===== config.mk =====
export PLATFORM = sky130hd
export DESIGN_NAME = can_rx_frame_queue
export DESIGN_NICKNAME = d
export VERILOG_FILES = /design/src/design/crfq_pkg.sv /design/src/design/can_rx_frame_queue.sv
export SDC_FILE = /design/constraint.sdc
export NUM_CORES = 2
export LEC_CHECK = 0
export BUFFER_PORTS_ARGS = -buffer_cell sky130_fd_sc_hd__buf_4
export CORE_MARGIN = 2
export CORE_UTILIZATION = 30
export CTS_BUF_LIST = sky130_fd_sc_hd__clkbuf_8 sky130_fd_sc_hd__clkbuf_16
export CTS_CLUSTER_DIAMETER = 60
export DETAILED_ROUTE_END_ITERATION = 8
export HOLD_SLACK_MARGIN = 0.12
export SETUP_SLACK_MARGIN = 0.2
export SKIP_CTS_REPAIR_TIMING = 1
export SLEW_MARGIN = 10
export SYNTH_ARGS = -nofsm -noshare
export SYNTH_HDL_FRONTEND = slang
export SYNTH_SLANG_ARGS = --single-unit

===== constraint.sdc =====
create_clock -name clk -period 31.4 [get_ports clk]
set_clock_uncertainty 0.05 [all_clocks]
set_input_delay 4.71 -clock clk [delete_from_list [all_inputs] [get_ports clk]]
set_output_delay 4.71 -clock clk [all_outputs]
set_load 0.02 [all_outputs]

===== src/design/crfq_pkg.sv =====
`timescale 1ns / 1ps
// ----------------------------------------------------------------------------
// crfq_pkg: shared types and constants for the CAN receive frame queue
// Beat structs for the request and response channels, queue sizing and the
// byte-keep mask helper.
// ----------------------------------------------------------------------------
package crfq_pkg;

	// Queue sizing
	localparam int QUEUE_DEPTH = 16;
	localparam int PTR_W       = $clog2(QUEUE_DEPTH);
	localparam int CNT_W       = $clog2(QUEUE_DEPTH + 1);

	// Frame field sizes
	localparam int ID_W        = 29;
	localparam int IDENT_W     = ID_W + 1;
	localparam int STD_ID_W    = 11;
	localparam int DATA_W      = 64;
	localparam int LEN_W       = 4;
	localparam int MAX_BYTES   = 8;

	localparam logic [4:0] ID_BITS_NONE = 5'd0;
	localparam logic [4:0] ID_BITS_STD  = 5'd11;
	localparam logic [4:0] ID_BITS_EXT  = 5'd29;

	// Request opcodes
	localparam logic MODE_PUSH = 1'b0;
	localparam logic MODE_POP  = 1'b1;

	typedef struct packed {
		logic        mode;
		logic [31:0] rx_ident_word;
		logic [3:0]  rx_dlc;
		logic [31:0] rx_data_low;
		logic [31:0] rx_data_high;
		logic [3:0]  pop_max_len;
	} req_t;

	typedef struct packed {
		logic [28:0] out_id;
		logic [4:0]  out_id_bits;
		logic [31:0] out_data_low;
		logic [31:0] out_data_high;
		logic [3:0]  out_length;
		logic        dropped;
		logic [4:0]  fill_level;
		logic [3:0]  head_length;
	} rsp_t;

	// Keep the first len bytes (len 0..8) of a little-endian payload
	function automatic logic [DATA_W-1:0] keep_mask(input logic [LEN_W-1:0] len);
		logic [DATA_W-1:0] m;
		m = '0;
		for (int b = 0; b < MAX_BYTES; b++) begin
			if (len > LEN_W'(b)) begin
				m[8*b +: 8] = 8'hFF;
			end
		end
		return m;
	endfunction

endpackage


===== src/design/can_rx_frame_queue.sv =====
`timescale 1ns / 1ps
// ----------------------------------------------------------------------------
// can_rx_frame_queue: ring-buffer receive queue for CAN frames
// Push decodes the mailbox identifier word, clamps the length code to eight
// and stores the frame if there is room; pop returns the oldest frame with
// its length clamped to the reader's limit. Every beat gets one response.
// ----------------------------------------------------------------------------
//  channel  direction  handshake               payload
//  req      in         req_valid / req_stall   req (req_t)
//  rsp      out        rsp_valid / rsp_stall   rsp (rsp_t)
//
//  Two register stages: the decision, pointer update and slot read happen at
//  the accept edge, the response is formed from the slot read and registered
//  in the output register. One beat per cycle when rsp is not stalled.
//  Reset clears pointers, fill count and valid flags; slot contents are not
//  cleared (never read before written). A stalled response holds both stages
//  and raises req_stall in the same cycle.
// ----------------------------------------------------------------------------
module can_rx_frame_queue
	import crfq_pkg::*;
(
	input  logic clk,
	input  logic arst_n,
	input  logic req_valid,
	output logic req_stall,
	input  req_t req,
	output logic rsp_valid,
	input  logic rsp_stall,
	output rsp_t rsp
);

	// Slot storage
	logic [IDENT_W-1:0] slot_ident  [QUEUE_DEPTH];
	logic [DATA_W-1:0]  slot_data   [QUEUE_DEPTH];
	logic [LEN_W-1:0]   slot_length [QUEUE_DEPTH];

	// Ring state
	logic [PTR_W-1:0] rp_q, wp_q;
	logic [CNT_W-1:0] cnt_q;

	// Stage 1 registers
	logic               vld_s1;
	logic               pop_s1;
	logic               drop_s1;
	logic [LEN_W-1:0]   maxlen_s1;
	logic [CNT_W-1:0]   cnt_s1;
	logic               byp_s1;
	logic [LEN_W-1:0]   len_new_s1;
	logic [IDENT_W-1:0] ident_rd_s1;
	logic [DATA_W-1:0]  data_rd_s1;
	logic [LEN_W-1:0]   len_rd_s1;
	logic [LEN_W-1:0]   head_rd_s1;

	// Output register
	logic rsp_vld_q;
	rsp_t rsp_q;

	logic               adv;
	logic               acc;
	logic               empty, full;
	logic               push_ok, pop_ok, drop;
	logic [PTR_W-1:0]   rp_nx, wp_inc, rp_inc;
	logic [CNT_W-1:0]   cnt_nx;
	logic [LEN_W-1:0]   len_in;
	logic [IDENT_W-1:0] ident_in;
	logic [DATA_W-1:0]  data_in;

	// Handshake: both stages move together unless the response is held
	assign adv       = !(rsp_vld_q && rsp_stall);
	assign req_stall = !adv;
	assign acc       = req_valid && adv;

	// Push/pop decision from the current fill count
	assign empty   = (cnt_q == '0);
	assign full    = (cnt_q == CNT_W'(QUEUE_DEPTH));
	assign push_ok = acc && (req.mode == MODE_PUSH) && !full;
	assign drop    = acc && (req.mode == MODE_PUSH) && full;
	assign pop_ok  = acc && (req.mode == MODE_POP) && !empty;

	assign wp_inc = (wp_q == PTR_W'(QUEUE_DEPTH - 1)) ? '0 : wp_q + 1'b1;
	assign rp_inc = (rp_q == PTR_W'(QUEUE_DEPTH - 1)) ? '0 : rp_q + 1'b1;
	assign rp_nx  = pop_ok ? rp_inc : rp_q;

	always_comb begin
		cnt_nx = cnt_q;
		if (push_ok) begin
			cnt_nx = cnt_q + 1'b1;
		end else if (pop_ok) begin
			cnt_nx = cnt_q - 1'b1;
		end
	end

	// Frame decode: clamp length, pick extended or standard id, zero spare bytes
	assign len_in   = (req.rx_dlc > LEN_W'(MAX_BYTES)) ? LEN_W'(MAX_BYTES) : req.rx_dlc;
	assign ident_in = req.rx_ident_word[2] ? {1'b1, req.rx_ident_word[31:3]}
		: {{(IDENT_W - STD_ID_W){1'b0}}, req.rx_ident_word[31:21]};
	assign data_in  = {req.rx_data_high, req.rx_data_low} & keep_mask(len_in);

	// Ring pointers and fill count
	always_ff @(posedge clk or negedge arst_n) begin
		if (!arst_n) begin
			rp_q  <= '0;
			wp_q  <= '0;
			cnt_q <= '0;
		end else begin
			if (push_ok) begin
				wp_q <= wp_inc;
			end
			rp_q  <= rp_nx;
			cnt_q <= cnt_nx;
		end
	end

	// Slot memory: one write port, reads registered at the accept edge
	always_ff @(posedge clk) begin
		if (push_ok) begin
			slot_ident[wp_q]  <= ident_in;
			slot_data[wp_q]   <= data_in;
			slot_length[wp_q] <= len_in;
		end
		if (adv) begin
			ident_rd_s1 <= slot_ident[rp_q];
			data_rd_s1  <= slot_data[rp_q];
			len_rd_s1   <= slot_length[rp_q];
			head_rd_s1  <= slot_length[rp_nx];
		end
	end

	// Stage 1 control
	always_ff @(posedge clk or negedge arst_n) begin
		if (!arst_n) begin
			vld_s1 <= 1'b0;
		end else if (adv) begin
			vld_s1 <= req_valid;
		end
	end

	always_ff @(posedge clk) begin
		if (adv) begin
			pop_s1     <= pop_ok;
			drop_s1    <= drop;
			maxlen_s1  <= req.pop_max_len;
			cnt_s1     <= cnt_nx;
			// push into an empty queue: new head is the frame being written
			byp_s1     <= push_ok && empty;
			len_new_s1 <= len_in;
		end
	end

	// Response forming
	logic [LEN_W-1:0]  plen;
	logic [DATA_W-1:0] pdata;
	rsp_t              rsp_d;

	assign plen  = (maxlen_s1 < len_rd_s1) ? maxlen_s1 : len_rd_s1;
	assign pdata = data_rd_s1 & keep_mask(plen);

	always_comb begin
		rsp_d = '0;
		if (pop_s1) begin
			rsp_d.out_id        = ident_rd_s1[ID_W-1:0];
			rsp_d.out_id_bits   = ident_rd_s1[ID_W] ? ID_BITS_EXT : ID_BITS_STD;
			rsp_d.out_data_low  = pdata[31:0];
			rsp_d.out_data_high = pdata[63:32];
			rsp_d.out_length    = plen;
		end else begin
			rsp_d.out_id_bits = ID_BITS_NONE;
		end
		rsp_d.dropped    = drop_s1;
		rsp_d.fill_level = 5'(cnt_s1);
		if (cnt_s1 == '0) begin
			rsp_d.head_length = '0;
		end else if (byp_s1) begin
			rsp_d.head_length = len_new_s1;
		end else begin
			rsp_d.head_length = head_rd_s1;
		end
	end

	// Output register
	always_ff @(posedge clk or negedge arst_n) begin
		if (!arst_n) begin
			rsp_vld_q <= 1'b0;
		end else if (adv) begin
			rsp_vld_q <= vld_s1;
		end
	end

	always_ff @(posedge clk) begin
		if (adv) begin
			rsp_q <= rsp_d;
		end
	end

	assign rsp_valid = rsp_vld_q;
	assign rsp       = rsp_q;

	// Checks
	a_empty_ptrs: assert property (@(posedge clk) disable iff (!arst_n)
		(cnt_q == '0) |-> (wp_q == rp_q))
		else $error("empty queue with unequal pointers");

	a_drop_full: assert property (@(posedge clk) disable iff (!arst_n)
		(rsp_valid && rsp.dropped) |-> (rsp.fill_level == 5'(QUEUE_DEPTH)))
		else $error("drop reported while queue not full");

	a_len_id: assert property (@(posedge clk) disable iff (!arst_n)
		(rsp_valid && rsp.out_length != '0) |-> (rsp.out_id_bits != ID_BITS_NONE))
		else $error("data delivered without a popped frame");

	a_empty_head: assert property (@(posedge clk) disable iff (!arst_n)
		(rsp_valid && rsp.fill_level == '0) |-> (rsp.head_length == '0))
		else $error("head length nonzero on empty queue");

	a_cnt_bound: assert property (@(posedge clk) disable iff (!arst_n)
		acc |=> (cnt_q <= CNT_W'(QUEUE_DEPTH)))
		else $error("fill count beyond queue depth");

endmodule


==> reports/qor.txt <==
status = finished clean
Yosys top cell area share = 0.780
Seq pwr share = 0.454
antenna viol nets, final = 0
Hold Violations, Final = 0
clk root buf = clkbuf_16
H-tree Lvls = 4
Post-DP HPWL = 87200 µm
top-count cell post-synth = edfxtp_1
area grow syn2layout = 16.6%
core area = 230000 µm²
RSZ-0062 raised after global routing = false
largest family of logic cells by synthesized area = multiplexers
fin nets = 3374
die width = 484 µm
sequential element share of the synthesized area = 0.785
CTS tree = built
crit end category = primary output
Final Setup Violations = 0
Startpoint Class = primary input
Synth Area in Compound Gates = 0.00964
crit path DAT = 5230 ps
Worst VDD drop = 0.0813 mV
Pwr Total = 6.72 mW
Die Span Y = 484 µm
DIE AREA = 234000 µm²
GRT Total Usage = 0.142
switching power of the nets = 1.83 mW
Mapped Area = 69200 µm²
min-delay worst type = register to register
Async S/R FF share, synth = 0.00828
Worst EP required = 26640 ps
P_leak = 25.7 nW
fin crit share = 0.318
Netlist cell types = 67
Slew @ Worst Pin = 1280 ps
ys flop type = edfxtp_1
Avg Cell Area, Syn = 23.6 µm²
I/O Pins = 223
Worst-path clk slew = 60 ps
Gate power share = 0.230
fin crit period = 9990 ps
max-slew violation count = 0
layout cell share with drive strength beyond 1 = 0.318
clock power share = 0.316
top cells by area, synth = edfxtp_1 (78%), mux4_2 (16%), and2_1 (0.77%), dfrtp_1 (0.54%), clkbuf_1 (0.48%)
CTS Buf Count = 181
global-route wire length before repair = 241000 µm
post-synthesis simple-gate area fraction = 0.0255
initial antenna violation count = 26
Rel. slew slack = 0.144
worst skew pair latency = 840 ps
Starting Density = 0.301
Syn Nets = 3056
Max-Cap Viols = 0
Critical Path Fanout Max = 10
adder-cell area share of the yosys netlist = 0.00217
Post-synth EDFFs = 1796
routed wire length = 169000 µm
fillers = 21000
FMAX = 100 MHz
Cell Pwr Density = 83.4 nW/µm²
Pint = 4.89 mW
multiplexer share of the synthesized area = 0.167
Synth area leader = edfxtp_1
vias = 31500
Rows = 176
Post-synth top cells = edfxtp_1 (1796), mux4_2 (490), clkbuf_1 (88)
DRT Pass-1 Iters = 5
IO buf count = 220
clk buf depth = 3
wire length per cell = 26.3 µm
drt initial violations = 3090
Setup CP Type = primary input to primary output
FF+latch count, synth = 1811
drt via density = 4.90
Setup TNS = 0 ps
yosys warns = 0
largest net degree at the start of global routing = 147
vias in the first global route = 32800
synthesized instance count = 2935
CTS sink cnt = 1811
Remaining Overflow, GRT = 0
DRC viols = 0
GPL Wtd Cong = 0.734
Synth Area in XOR/XNOR = 0.000760
Switching Fraction = 0.273
[metrics by stage]
step	worst slack [ps]	utilization	cell area, µm²	std cells	hold WS, ps
after floorplan	15380	-	69200	2935	350
after global placement	21400	0.325	74700	6096	391
after detailed placement	21400	0.325	74700	6096	387
after CTS	21400	0.351	80600	6429	401
after global routing	21360	0.351	80600	6431	407
final	21410	0.351	80600	6431	402
[routing by layer]
layer | global-route usage | share of wire | up-vias
met5 | 0 | 0.00054 | -
met3 | 0.0254 | 0.050 | 240
li1 | - | - | 13100
met2 | 0.241 | 0.51 | 905
met4 | 0.0409 | 0.022 | 18
met1 | 0.187 | 0.42 | 17300
[cell usage in the layout (no fill, tap or decap), drive strengths merged, types with 17 or more instances in the layout]
cell	instances
nor2b	52
a211oi	17
clkinv	76
clkbuf	182
mux2i	32
mux4	490
buf	280
nor2	58
and3	18
and2	85
nand2	50
edfxtp	1796
inv	74
[critical path, stage by stage]
cell     delay [ps]
buf_4           140
nand2_4         140
inv_1            80
buf_4           160
[worst paths after layout]
check | depth (start not counted) | from | slack [ps] | endpoint
worst max-delay path | 4 | rsp_stall | 21410 | req_stall
worst min-delay path | 0 | drop_s1$_DFFE_PN_ | 400 | rsp[9]$_DFFE_PN_
worst max register to register | 5 | rp_q[1]$_DFF_PN0_ | 26330 | data_rd_s1[53]$_DFFE_PN_
worst min register to register | 0 | drop_s1$_DFFE_PN_ | 400 | rsp[9]$_DFFE_PN_
max in group asynchronous | 1 | arst_n | 27350 | rp_q[3]$_DFF_PN0_
min in group asynchronous | 1 | arst_n | 3700 | rsp_valid$_DFFE_PN0N_
[registers in the layout (all words and copies together) (netlist names)]
name,flops
slot_data,1024
slot_ident,480
rsp,110
data_rd_s1,64
slot_length,64
ident_rd_s1,30
cnt_q,5
cnt_s1,5
head_rd_s1,4
len_new_s1,4
len_rd_s1,4
maxlen_s1,4
rp_q,4
wp_q,4
byp_s1,1
drop_s1,1
pop_s1,1
rsp_valid,1
vld_s1,1
[kinds of logic (layout without fill, tap and decap cells)]
family                     Yosys count  in the layout
AOI/OAI and AO/OA                   86             86
xor gates and xnor gates             6              6
adders and majority gates           12             12
buffers and inverters              167            635
DFF                               1811           1811
muxes                              537            537
other                                0              2
and+or+nand+nor                    316            316
[layout make-up]
cell class	count	area, µm²	area share
Sequential cell	1811	54300	0.674
Inverter	22	92.6	0.00115
Clock buffer	182	4550	0.0565
Timing Repair Buffer	280	2210	0.0275
Antenna cell	2	5.00	0.0000621
Multi-Input combinational cell	957	14300	0.177
Tap cell	3026	3790	0.0469
Clock inverter	151	1370	0.0170
[power groups by stage]
stage / combinational (mW) / clock, mW / sequential [mW]
floorplan: 1.14 / 0 / 3.06
global placement: 1.57 / 0 / 3.10
detailed placement: 1.58 / 0 / 3.11
CTS: 1.58 / 2.17 / 3.06
global route: 1.65 / 2.27 / 3.07
finish: 1.55 / 2.12 / 3.05
Note: power is estimated with default switching activity, not from simulation.
